--- src/hw/rtl/sha256_pkg.sv ---
// SHA-256 digest unit shared types, constants and a rotate function
package sha256_pkg;

  localparam int unsigned MAX_MESSAGE_BYTES = 8192;
  localparam int unsigned LEN_W = 16;
  localparam int unsigned QUEUE_DEPTH = 4;
  localparam int unsigned QUEUE_AW = 2;

  // command from front to back
  typedef enum logic [1:0] {
    CMD_BYTE,
    CMD_FINISH,
    CMD_ERROR
  } cmd_op_t;

  typedef struct packed {
    cmd_op_t          op;
    logic [7:0]       data;
    logic [LEN_W-1:0] length;
  } cmd_t;

  localparam logic [31:0] ROUND_K [64] = '{
    32'h428a2f98, 32'h71374491, 32'hb5c0fbcf, 32'he9b5dba5,
    32'h3956c25b, 32'h59f111f1, 32'h923f82a4, 32'hab1c5ed5,
    32'hd807aa98, 32'h12835b01, 32'h243185be, 32'h550c7dc3,
    32'h72be5d74, 32'h80deb1fe, 32'h9bdc06a7, 32'hc19bf174,
    32'he49b69c1, 32'hefbe4786, 32'h0fc19dc6, 32'h240ca1cc,
    32'h2de92c6f, 32'h4a7484aa, 32'h5cb0a9dc, 32'h76f988da,
    32'h983e5152, 32'ha831c66d, 32'hb00327c8, 32'hbf597fc7,
    32'hc6e00bf3, 32'hd5a79147, 32'h06ca6351, 32'h14292967,
    32'h27b70a85, 32'h2e1b2138, 32'h4d2c6dfc, 32'h53380d13,
    32'h650a7354, 32'h766a0abb, 32'h81c2c92e, 32'h92722c85,
    32'ha2bfe8a1, 32'ha81a664b, 32'hc24b8b70, 32'hc76c51a3,
    32'hd192e819, 32'hd6990624, 32'hf40e3585, 32'h106aa070,
    32'h19a4c116, 32'h1e376c08, 32'h2748774c, 32'h34b0bcb5,
    32'h391c0cb3, 32'h4ed8aa4a, 32'h5b9cca4f, 32'h682e6ff3,
    32'h748f82ee, 32'h78a5636f, 32'h84c87814, 32'h8cc70208,
    32'h90befffa, 32'ha4506ceb, 32'hbef9a3f7, 32'hc67178f2
  };

  localparam logic [31:0] INIT_HASH [8] = '{
    32'h6a09e667, 32'hbb67ae85, 32'h3c6ef372, 32'ha54ff53a,
    32'h510e527f, 32'h9b05688c, 32'h1f83d9ab, 32'h5be0cd19
  };

  localparam logic [7:0] PAD_BYTE = 8'h80;

  function automatic logic [31:0] rotr(input logic [31:0] x, input int unsigned n);
    rotr = (x >> n) | (x << (32 - n));
  endfunction

endpackage

--- src/hw/rtl/sha256_front.sv ---
// Front end: length tracking, overflow detection, command generation
module sha256_front (
  input  logic                clk,
  input  logic                rst,
  input  logic [7:0]          data_byte,
  input  logic                byte_present,
  input  logic                message_end,
  input  logic                push,
  output logic                full,
  output sha256_pkg::cmd_t    cmd,
  output logic                cmd_valid,
  input  logic                cmd_ready
);

  typedef enum logic [1:0] {
    S_IDLE,
    S_BYTE,
    S_END
  } state_t;

  state_t                         state;
  logic [sha256_pkg::LEN_W-1:0]   message_bytes;
  logic                           too_long;
  logic [7:0]                     data;
  logic                           has_end;

  assign full = (state != S_IDLE);

  always_comb begin
    cmd = '0;
    cmd_valid = 1'b0;
    case (state)
      S_BYTE: begin
        cmd.op = sha256_pkg::CMD_BYTE;
        cmd.data = data;
        cmd_valid = 1'b1;
      end
      S_END: begin
        cmd.op = too_long ? sha256_pkg::CMD_ERROR : sha256_pkg::CMD_FINISH;
        cmd.length = message_bytes;
        cmd_valid = 1'b1;
      end
      default: ;
    endcase
  end

  always_ff @(posedge clk) begin
    if (rst) begin
      state <= S_IDLE;
      message_bytes <= '0;
      too_long <= 1'b0;
      has_end <= 1'b0;
    end else begin
      case (state)
        S_IDLE: begin
          if (push) begin
            data <= data_byte;
            has_end <= message_end;
            if (byte_present && !too_long) begin
              if (message_bytes >= sha256_pkg::LEN_W'(sha256_pkg::MAX_MESSAGE_BYTES)) begin
                too_long <= 1'b1;
                if (message_end) state <= S_END;
              end else begin
                message_bytes <= message_bytes + 1'b1;
                state <= S_BYTE;
              end
            end else if (message_end) begin
              state <= S_END;
            end
          end
        end
        S_BYTE: begin
          if (cmd_ready) state <= has_end ? S_END : S_IDLE;
        end
        S_END: begin
          if (cmd_ready) begin
            state <= S_IDLE;
            message_bytes <= '0;
            too_long <= 1'b0;
          end
        end
        default: state <= S_IDLE;
      endcase
    end
  end

endmodule

--- src/hw/rtl/sha256_cmd_queue.sv ---
// Short command queue between front and back
module sha256_cmd_queue (
  input  logic             clk,
  input  logic             rst,
  input  sha256_pkg::cmd_t in_cmd,
  input  logic             in_valid,
  output logic             in_ready,
  output sha256_pkg::cmd_t out_cmd,
  output logic             out_valid,
  input  logic             out_ready
);

  sha256_pkg::cmd_t                entries [sha256_pkg::QUEUE_DEPTH];
  logic [sha256_pkg::QUEUE_AW-1:0] wr_ptr;
  logic [sha256_pkg::QUEUE_AW-1:0] rd_ptr;
  logic [sha256_pkg::QUEUE_AW:0]   count;
  logic                            do_wr;
  logic                            do_rd;

  assign in_ready = (count != (sha256_pkg::QUEUE_AW+1)'(sha256_pkg::QUEUE_DEPTH));
  assign out_valid = (count != '0);
  assign out_cmd = entries[rd_ptr];
  assign do_wr = in_valid && in_ready;
  assign do_rd = out_valid && out_ready;

  always_ff @(posedge clk) begin
    if (do_wr) entries[wr_ptr] <= in_cmd;
  end

  always_ff @(posedge clk) begin
    if (rst) begin
      wr_ptr <= '0;
      rd_ptr <= '0;
      count <= '0;
    end else begin
      if (do_wr) wr_ptr <= wr_ptr + 1'b1;
      if (do_rd) rd_ptr <= rd_ptr + 1'b1;
      if (do_wr && !do_rd) count <= count + 1'b1;
      else if (!do_wr && do_rd) count <= count - 1'b1;
    end
  end

endmodule

--- src/hw/rtl/sha256_back.sv ---
// Back end: byte packing, padding, 64-round compression and digest output
module sha256_back (
  input  logic             clk,
  input  logic             rst,
  input  sha256_pkg::cmd_t cmd,
  input  logic             cmd_valid,
  output logic             cmd_ready,
  output logic [31:0]      digest_word,
  output logic             word_last,
  output logic             error,
  output logic             empty,
  input  logic             pop
);

  typedef enum logic [2:0] {
    S_IDLE,
    S_PAD,
    S_ROUND,
    S_UPDATE,
    S_OUT,
    S_ERR
  } state_t;

  state_t       state;
  logic [31:0]  chain_hash [8];
  logic [31:0]  v [8];
  logic [31:0]  w [16];
  logic [5:0]   block_fill;
  logic [5:0]   round;
  logic [63:0]  length_bits;
  logic         padding;
  logic         pad_first;
  logic         pad_extra;
  logic [2:0]   out_idx;
  logic [31:0]  wt;
  logic [31:0]  t1;
  logic [31:0]  t2;
  logic [31:0]  ws0;
  logic [31:0]  ws1;
  logic [7:0]   pad_byte;
  logic [3:0]   widx;

  assign cmd_ready = (state == S_IDLE);
  assign empty = !((state == S_OUT) || (state == S_ERR));
  assign digest_word = (state == S_ERR) ? 32'h0 : chain_hash[out_idx];
  assign word_last = (state == S_ERR) || (out_idx == 3'd7);
  assign error = (state == S_ERR);
  assign widx = block_fill[5:2];

  always_comb begin
    ws0 = sha256_pkg::rotr(w[1], 7) ^ sha256_pkg::rotr(w[1], 18) ^ (w[1] >> 3);
    ws1 = sha256_pkg::rotr(w[14], 17) ^ sha256_pkg::rotr(w[14], 19) ^ (w[14] >> 10);
    wt = w[0];
    t1 = v[7] + (sha256_pkg::rotr(v[4], 6) ^ sha256_pkg::rotr(v[4], 11)
         ^ sha256_pkg::rotr(v[4], 25)) + ((v[4] & v[5]) ^ (~v[4] & v[6]))
         + sha256_pkg::ROUND_K[round] + wt;
    t2 = (sha256_pkg::rotr(v[0], 2) ^ sha256_pkg::rotr(v[0], 13)
         ^ sha256_pkg::rotr(v[0], 22)) + ((v[0] & v[1]) ^ (v[0] & v[2]) ^ (v[1] & v[2]));
    if (pad_first) pad_byte = sha256_pkg::PAD_BYTE;
    else if (block_fill >= 6'd56 && !pad_extra)
      pad_byte = length_bits[8*(7-block_fill[2:0]) +: 8];
    else pad_byte = 8'h00;
  end

  always_ff @(posedge clk) begin
    if (rst) begin
      state <= S_IDLE;
      block_fill <= '0;
      padding <= 1'b0;
      pad_first <= 1'b0;
      pad_extra <= 1'b0;
      out_idx <= '0;
      round <= '0;
      for (int i = 0; i < 8; i++) chain_hash[i] <= sha256_pkg::INIT_HASH[i];
      for (int i = 0; i < 8; i++) v[i] <= '0;
    end else begin
      case (state)
        S_IDLE: begin
          if (cmd_valid) begin
            case (cmd.op)
              sha256_pkg::CMD_BYTE: begin
                w[widx] <= {w[widx][23:0], cmd.data};
                block_fill <= block_fill + 1'b1;
                if (block_fill == 6'd63) begin
                  state <= S_ROUND;
                  round <= '0;
                  for (int i = 0; i < 8; i++) v[i] <= chain_hash[i];
                end
              end
              sha256_pkg::CMD_FINISH: begin
                length_bits <= {45'h0, cmd.length, 3'b000};
                padding <= 1'b1;
                pad_first <= 1'b1;
                pad_extra <= 1'b0;
                state <= S_PAD;
              end
              sha256_pkg::CMD_ERROR: state <= S_ERR;
              default: ;
            endcase
          end
        end
        S_PAD: begin
          w[widx] <= {w[widx][23:0], pad_byte};
          pad_first <= 1'b0;
          // no room for the length after the 0x80 byte: one more block follows
          if (pad_first && block_fill >= 6'd56) pad_extra <= 1'b1;
          block_fill <= block_fill + 1'b1;
          if (block_fill == 6'd63) begin
            state <= S_ROUND;
            round <= '0;
            for (int i = 0; i < 8; i++) v[i] <= chain_hash[i];
          end
        end
        S_ROUND: begin
          for (int i = 0; i < 15; i++) w[i] <= w[i+1];
          w[15] <= w[0] + ws0 + w[9] + ws1;
          v[7] <= v[6];
          v[6] <= v[5];
          v[5] <= v[4];
          v[4] <= v[3] + t1;
          v[3] <= v[2];
          v[2] <= v[1];
          v[1] <= v[0];
          v[0] <= t1 + t2;
          round <= round + 1'b1;
          if (round == 6'd63) state <= S_UPDATE;
        end
        S_UPDATE: begin
          for (int i = 0; i < 8; i++) chain_hash[i] <= chain_hash[i] + v[i];
          if (!padding) state <= S_IDLE;
          else if (pad_extra) begin
            state <= S_PAD;
            pad_extra <= 1'b0;
          end else begin
            state <= S_OUT;
            out_idx <= '0;
          end
        end
        S_OUT: begin
          if (pop) begin
            out_idx <= out_idx + 1'b1;
            if (out_idx == 3'd7) begin
              state <= S_IDLE;
              padding <= 1'b0;
              for (int i = 0; i < 8; i++) chain_hash[i] <= sha256_pkg::INIT_HASH[i];
              for (int i = 0; i < 8; i++) v[i] <= '0;
            end
          end
        end
        S_ERR: begin
          if (pop) begin
            state <= S_IDLE;
            block_fill <= '0;
            for (int i = 0; i < 8; i++) chain_hash[i] <= sha256_pkg::INIT_HASH[i];
            for (int i = 0; i < 8; i++) v[i] <= '0;
          end
        end
        default: state <= S_IDLE;
      endcase
    end
  end

endmodule

--- src/hw/rtl/sha256_message_digest_unit.sv ---
// SHA-256 message digest unit top level
// Each full block of bytes is compressed in the back end. At message end the
// block is padded byte by byte and compressed, then eight digest words are
// offered, one a pop.
// Throughput is set by the single shared round unit, one round per cycle.
// Synchronous active-high reset loads the initial hash and empties the queue.
module sha256_message_digest_unit (
  input  logic        clk,
  input  logic        rst,
  input  logic [7:0]  data_byte,
  input  logic        byte_present,
  input  logic        message_end,
  input  logic        push,
  output logic        full,
  output logic [31:0] digest_word,
  output logic        word_last,
  output logic        error,
  output logic        empty,
  input  logic        pop
);

  sha256_pkg::cmd_t front_cmd;
  sha256_pkg::cmd_t back_cmd;
  logic             front_valid;
  logic             front_ready;
  logic             back_valid;
  logic             back_ready;

  sha256_front u_front (
    .clk(clk), .rst(rst),
    .data_byte(data_byte), .byte_present(byte_present), .message_end(message_end),
    .push(push), .full(full),
    .cmd(front_cmd), .cmd_valid(front_valid), .cmd_ready(front_ready)
  );

  sha256_cmd_queue u_queue (
    .clk(clk), .rst(rst),
    .in_cmd(front_cmd), .in_valid(front_valid), .in_ready(front_ready),
    .out_cmd(back_cmd), .out_valid(back_valid), .out_ready(back_ready)
  );

  sha256_back u_back (
    .clk(clk), .rst(rst),
    .cmd(back_cmd), .cmd_valid(back_valid), .cmd_ready(back_ready),
    .digest_word(digest_word), .word_last(word_last), .error(error),
    .empty(empty), .pop(pop)
  );

endmodule
--- config.mk ---
export PLATFORM = sky130hd
export DESIGN_NAME = sha256_message_digest_unit
export DESIGN_NICKNAME = d
export VERILOG_FILES = /design/src/hw/rtl/sha256_pkg.sv /design/src/hw/rtl/sha256_front.sv /design/src/hw/rtl/sha256_cmd_queue.sv /design/src/hw/rtl/sha256_back.sv /design/src/hw/rtl/sha256_message_digest_unit.sv
export SDC_FILE = /design/constraint.sdc
export NUM_CORES = 2
export LEC_CHECK = 0
export BUFFER_PORTS_ARGS = -buffer_cell sky130_fd_sc_hd__buf_2
export CORE_UTILIZATION = 60
export CTS_CLUSTER_DIAMETER = 40
export DETAILED_ROUTE_END_ITERATION = 10
export MAX_ROUTING_LAYER = met4
export PLACE_DENSITY = 0.85
export SYNTH_ARGS = -nofsm -noshare
export SYNTH_HDL_FRONTEND = slang
export SYNTH_SLANG_ARGS = --single-unit
--- constraint.sdc ---
create_clock -name clk -period 11.5 [get_ports clk]
set_input_delay 0 -clock clk [delete_from_list [all_inputs] [get_ports clk]]
set_output_delay 0 -clock clk [all_outputs]
set_load 0.02 [all_outputs]
# Word level (Yosys, flattened, before mapping)
# Memory sizes are Yosys's and may differ from the RTL's. A register that Yosys moved wholly into a read port is not among the register bits.
# Index checks and enable logic that the tools add are counted.
dict set report classes {
  n_shift 1
  mux 173
  eq_ne 30
  addsub 27
  magnitude_cmp 3
  n_bitwise 94
  n_reduce_logical 42
}
# cell count
set ops {}
lappend ops {{$mux 32} 69}
lappend ops {{$add 32x32->32} 18}
lappend ops {{$xor 32x32->32} 9}
lappend ops {{$and 32x32->32} 5}
lappend ops {{$mux 16} 5}
lappend ops {{$or 1x1->1} 65}
lappend ops {{$shiftx 64x33->8} 1}
lappend ops {{$mux 1} 50}
lappend ops {{$mux 3} 15}
lappend ops {{$mux 6} 6}
lappend ops {{$pmux 6 s3} 2}
lappend ops {{$not 32->32} 1}
lappend ops {{$or 10x32->32} 1}
lappend ops {{$or 13x32->32} 1}
lappend ops {{$or 14x32->32} 1}
lappend ops {{$or 15x32->32} 1}
lappend ops {{$or 19x32->32} 1}
lappend ops {{$or 21x32->32} 1}
lappend ops {{$or 25x32->32} 1}
lappend ops {{$or 26x32->32} 1}
lappend ops {{$or 30x32->32} 1}
lappend ops {{$or 7x32->32} 1}
lappend ops {{$pmux 16 s2} 1}
lappend ops {{$reduce_or 32->1} 1}
lappend ops {{45 further kinds} 112}
dict set report totals {
  in_bits 14
  reg_bits 72
  rom_bits 2048
  ramBits 1128
  n_memories 5
}
# name depth width rd rd_ports_with_merged_regs write_ports line
set mem_list {}
lappend mem_list {{(name not given)} 64 32 1 0 0 sha256_back.sv:56} ;# + sha256_pkg::ROUND_K[round] + wt;
lappend mem_list {u_back.w 16 32 17 1 16 sha256_back.sv:27} ;# logic [31:0] w [16];
lappend mem_list {u_back.chain_hash 8 32 9 1 8 sha256_back.sv:25} ;# logic [31:0] chain_hash [8];
lappend mem_list {u_back.v 8 32 8 0 8 sha256_back.sv:26} ;# logic [31:0] v [8];
lappend mem_list {u_queue.entries 4 26 1 1 1 sha256_cmd_queue.sv:13} ;# sha256_pkg::cmd_t entries [sha256_pkg::QUEUE_DEPTH];

# Longest topological paths before layout
dict set report logic_depth {
  ltp_word 12
  depth_mapped 42
}

# Modules after synthesis
# A second synthesis with hierarchy kept.
dict set report hier_totals {
  hier_cells 7538
  hier_area_um2 79288.5
}
# mod seq_area_each_um2 area_per_inst_um2 cells_per_inst n_inst
set by_module_without_submodules {}
lappend by_module_without_submodules {sha256_back 30189.0 73484.2 7189 1}
lappend by_module_without_submodules {sha256_cmd_queue 3303.2 4262.8 184 1}
lappend by_module_without_submodules {sha256_front 640.6 1541.5 165 1}

# Worst setup path after synthesis
# No wires, ideal clock.
dict set report synth_path {
  path_type {reg2reg}
  from {register u_back.round[2]}
  to {memory u_back.v[0][28] (data pin)}
  period_less_slack_ns 8.307
  arrival_time_ns 8.046
  path_stages_with_launch 41
  n_path_buf 4
  required_ns 11.239
  setup_ns 0.261
  slack_ns 3.193
  path_cell_list {dfxtp_1 -> clkbuf_1 -> inv_1 -> clkbuf_1 -> clkbuf_1 -> buf_1 -> ha_1 -> nand2_1 -> o311ai_0 -> o21ai_0 -> nand2_1 -> o21ai_0 -> fa_1 -> inv_1 -> fa_1 -> fa_1 -> inv_1 -> ha_1 -> (+5 left out) -> a32oi_2 -> nor2_1 -> nor2_1 -> o21bai_1 -> a21oi_1 -> xnor2_1 -> fa_1 -> ha_1 -> a21oi_1 -> nor2b_1 -> or4_1 -> o21ai_0 -> a31o_2 -> o2111ai_1 -> a21o_1 -> a21o_1 -> mux2i_1 -> a221o_1}
}
# item line
set synth_rtl {}
lappend synth_rtl {{from (decl)} sha256_back.sv:29} ;# logic [5:0] round;
lappend synth_rtl {{from (signal assigned)} sha256_back.sv:125} ;# round <= round + 1'b1;
lappend synth_rtl {{to (decl)} sha256_back.sv:26}

==> impl_metrics.toml <==
[outcome]
status = "finished, final reports clean"

[cts]
cts_buffers = 170
cts_setup_buffers = 0
clk_latency_ns = 0.83
clock-sinks = 1209
path_clk_slew_ns = 0.06
cts_tree = "yes"
ctsResizeCount = 0
h-tree-depth = 4
clk_path_buf_depth = 3
root_buffer = "clkbuf_16"

[critical_path]
critical_path_class = "flip-flop to flip-flop"
worstSetupStartpointType = "flip-flop"
critPathArrivalTime_ns = 9.85
crit_required_ns = 12.05
r2r_start = "u_back.round[3]"
critPathMaxFanout = 44
critPathCaptureType = "flip-flop"
max_stage_delay_ns = 0.66
critical_path.most_common_cell = "inv_1"
worstSetupStartpoint = "u_back.round[3]"
slowest_stage = "inv_1"

[detailed_routing]
remaining_drc_errors = 0
antenna_left = 0
viasPerCell = 6.79
drt_iter0_markers = 8408
dr.pass1.iters = 6
routed_wl_mm = 256
dr_total_vias = 62600
post_drt_wl_per_cell_um = 27.7

[floorplanning]
pin_count = 50
die_w_um = 364
rows = 132
coreArea_um2 = 130000
die_y_um = 364
start_util_pct = 60.5
die-area_um2 = 132000

[min_path]
hp-class = "primary input to flip-flop"
min-delay-start = "pop"

[cells_and_area]
area_delta_synth_final_pct = 10.0
fin_area_um2 = 86300
layout.nets = 7943
drive_gt1_share_pct = 10.2

[sta]
hold_viol = 0
setup_tns_ns = 0
slew_headroom_pct = 17.5
worst_pin_slew_ns = 1.23
worst_clock_skew_ns = 0.0612
period_needed_ns = 9.30
setup_violations = 0
rsz0062_at_grt = "false"
min_period_over_period_pct = 80.9
fin_hold_ws_ns = 0.254
fmax_mhz = 108
slew_violations = 0

[synthesis]
yosys.area.top_type = "edfxtp_1"
synth_seq_cells = 1209
synthArstFlopShare_pct = 0
syn_avg_cell_area_um2 = 10.6
synth_commonest_cells = "nand2_1, edfxtp_1, o21ai_0, a21oi_1, ha_1"
synth_nets = 8032
post-synth-top-count-cell = "nand2_1"
synth_cells = 7415
synth_area_um2 = 78400
ys.flop_type = "edfxtp_1"
synth_edf_count = 992
synthDominantCellAreaShare_pct = 38.0
seq_area_frac_synth_pct = 43.5
ys_warn_count = 0
synth.top_cells.by_area = "edfxtp_1, ha_1, mux4_2"
yosys.cell_types.count = 93

[placement]
portBuffers = 49
place_area_um2 = 80300
dp_hpwl_mm = 176
gp_congestion = 1.06

[global_route]
antenna_found_initial = 8
track_usage_pct = 39.9
grt_pass1_vias = 60700
overflow = 0
grt_start_max_net_pins = 192
grt_pass1_wl_mm = 382

[run]
max_cap_viol_count = 0

[pwr]
leakagePower_nw = 33.3
powerDensity_nw_per_um2 = 216
peakVddDrop_uv = 277
power_mw = 18.6
## cell type report
type | instances | area (um^2)
Clock inverter | 128 | 1390
Inverter | 293 | 1100
Fill cell | 9299 | 43400
Sequential cell | 1209 | 34200
Tap cell | 1742 | 2180
Multi-Input combinational cell | 5492 | 41900
Timing Repair Buffer | 160 | 1180
Clock buffer | 187 | 4360
Antenna cell | 7 | 17.5
## where the power goes
part           leakage (nW)  switching, mW  internal (mW)  total [mW]
registers              10.9          0.240           5.05        5.29
clock network          2.77           2.21           3.12        5.33
logic                  19.6           4.72           3.29        8.01
total                  33.3           7.17           11.5        18.6
## path summary, 6_finish.rpt
kind / depth (start not counted) / slack [ns] / endpoint
worst max-delay path: 35 / 2.20 / u_back.v[0][31]
worst min register to register: 2 / 0.50 / u_back.chain_hash[7][7]
worst min-delay path: 4 / 0.25 / u_back.state[0]
worst max register to register: 35 / 2.20 / u_back.v[0][31]
## worst max-delay path: cells and delay by family (launching register included)
| kind | cells | cell delay [ns] |
|---|---|---|
| adders and majority gates | 6 | 2.69 |
| buffers and inverters | 8 | 1.56 |
| AOI/OAI and AO/OA | 10 | 1.94 |
| DFF | 1 | 0.31 |
| muxes | 1 | 0.52 |
| xor gates and xnor gates | 2 | 0.36 |
| and+or+nand+nor | 8 | 1.64 |
## stage by stage
step	setup slack, ns	util, %	cells
after floorplan	3.19	-	7415
after global placement	2.46	61.9	8869
after detailed placement	2.39	61.9	8869
after CTS	2.29	66.5	9211
after global routing	1.65	66.6	9217
final	2.20	66.6	9218
## placed cells by master (no fill, tap or decap), types with 206 or more instances in the layout
| cell type | netlist | final |
|---|---|---|
| a21o_1 | 316 | 316 |
| a21oi_1 | 421 | 420 |
| a22o_1 | 212 | 212 |
| dfxtp_1 | 217 | 206 |
| edfxtp_1 | 992 | 992 |
| ha_1 | 407 | 407 |
| inv_1 | 292 | 291 |
| mux4_2 | 216 | 216 |
| nand2_1 | 1185 | 1185 |
| nor2_1 | 380 | 372 |
| o21ai_0 | 429 | 407 |
| xnor2_1 | 377 | 377 |
## flip-flops by register name, summed over array words and instances (netlist names), 2 cells and up, named ones only
register,count
u_queue.rd_ptr,2
u_front.data,8
u_back.block_fill,6
u_front.message_bytes,16
u_queue.wr_ptr,2
u_queue.count,3
u_front.state,2
u_back.out_idx,3
u_back.v,256
u_back.length_bits,16
u_back.round,6
u_back.state,3
u_back.w,512
u_queue.entries,104
u_back.chain_hash,256
## layer usage
layer	wire length, um	vias up	global-route usage, %
li1	-	26900	-
met3	28500	972	9.17
met4	17900	0	23.8
met2	116000	4197	60.5
met1	92900	30500	48.8
met5	0	-	-
## kinds of logic after synthesis
group	after synthesis	synth area share (%)
AO/OA/AOI/OAI	1890	16.0
XOR/XNOR	563	6.29
adder cells (fa/ha/maj)	625	11.8
buffers and inverters	714	3.44
flip-flops	1209	43.5
multiplexers	302	7.34
AND/OR/NAND/NOR	2112	11.7
## timing repair
item                       4_1_cts  5_1_grt
hold buffers                    27        0
hold endpoints to repair        69        0
setup endpoints to repair        0        0
(Power assumes the default switching activity.)
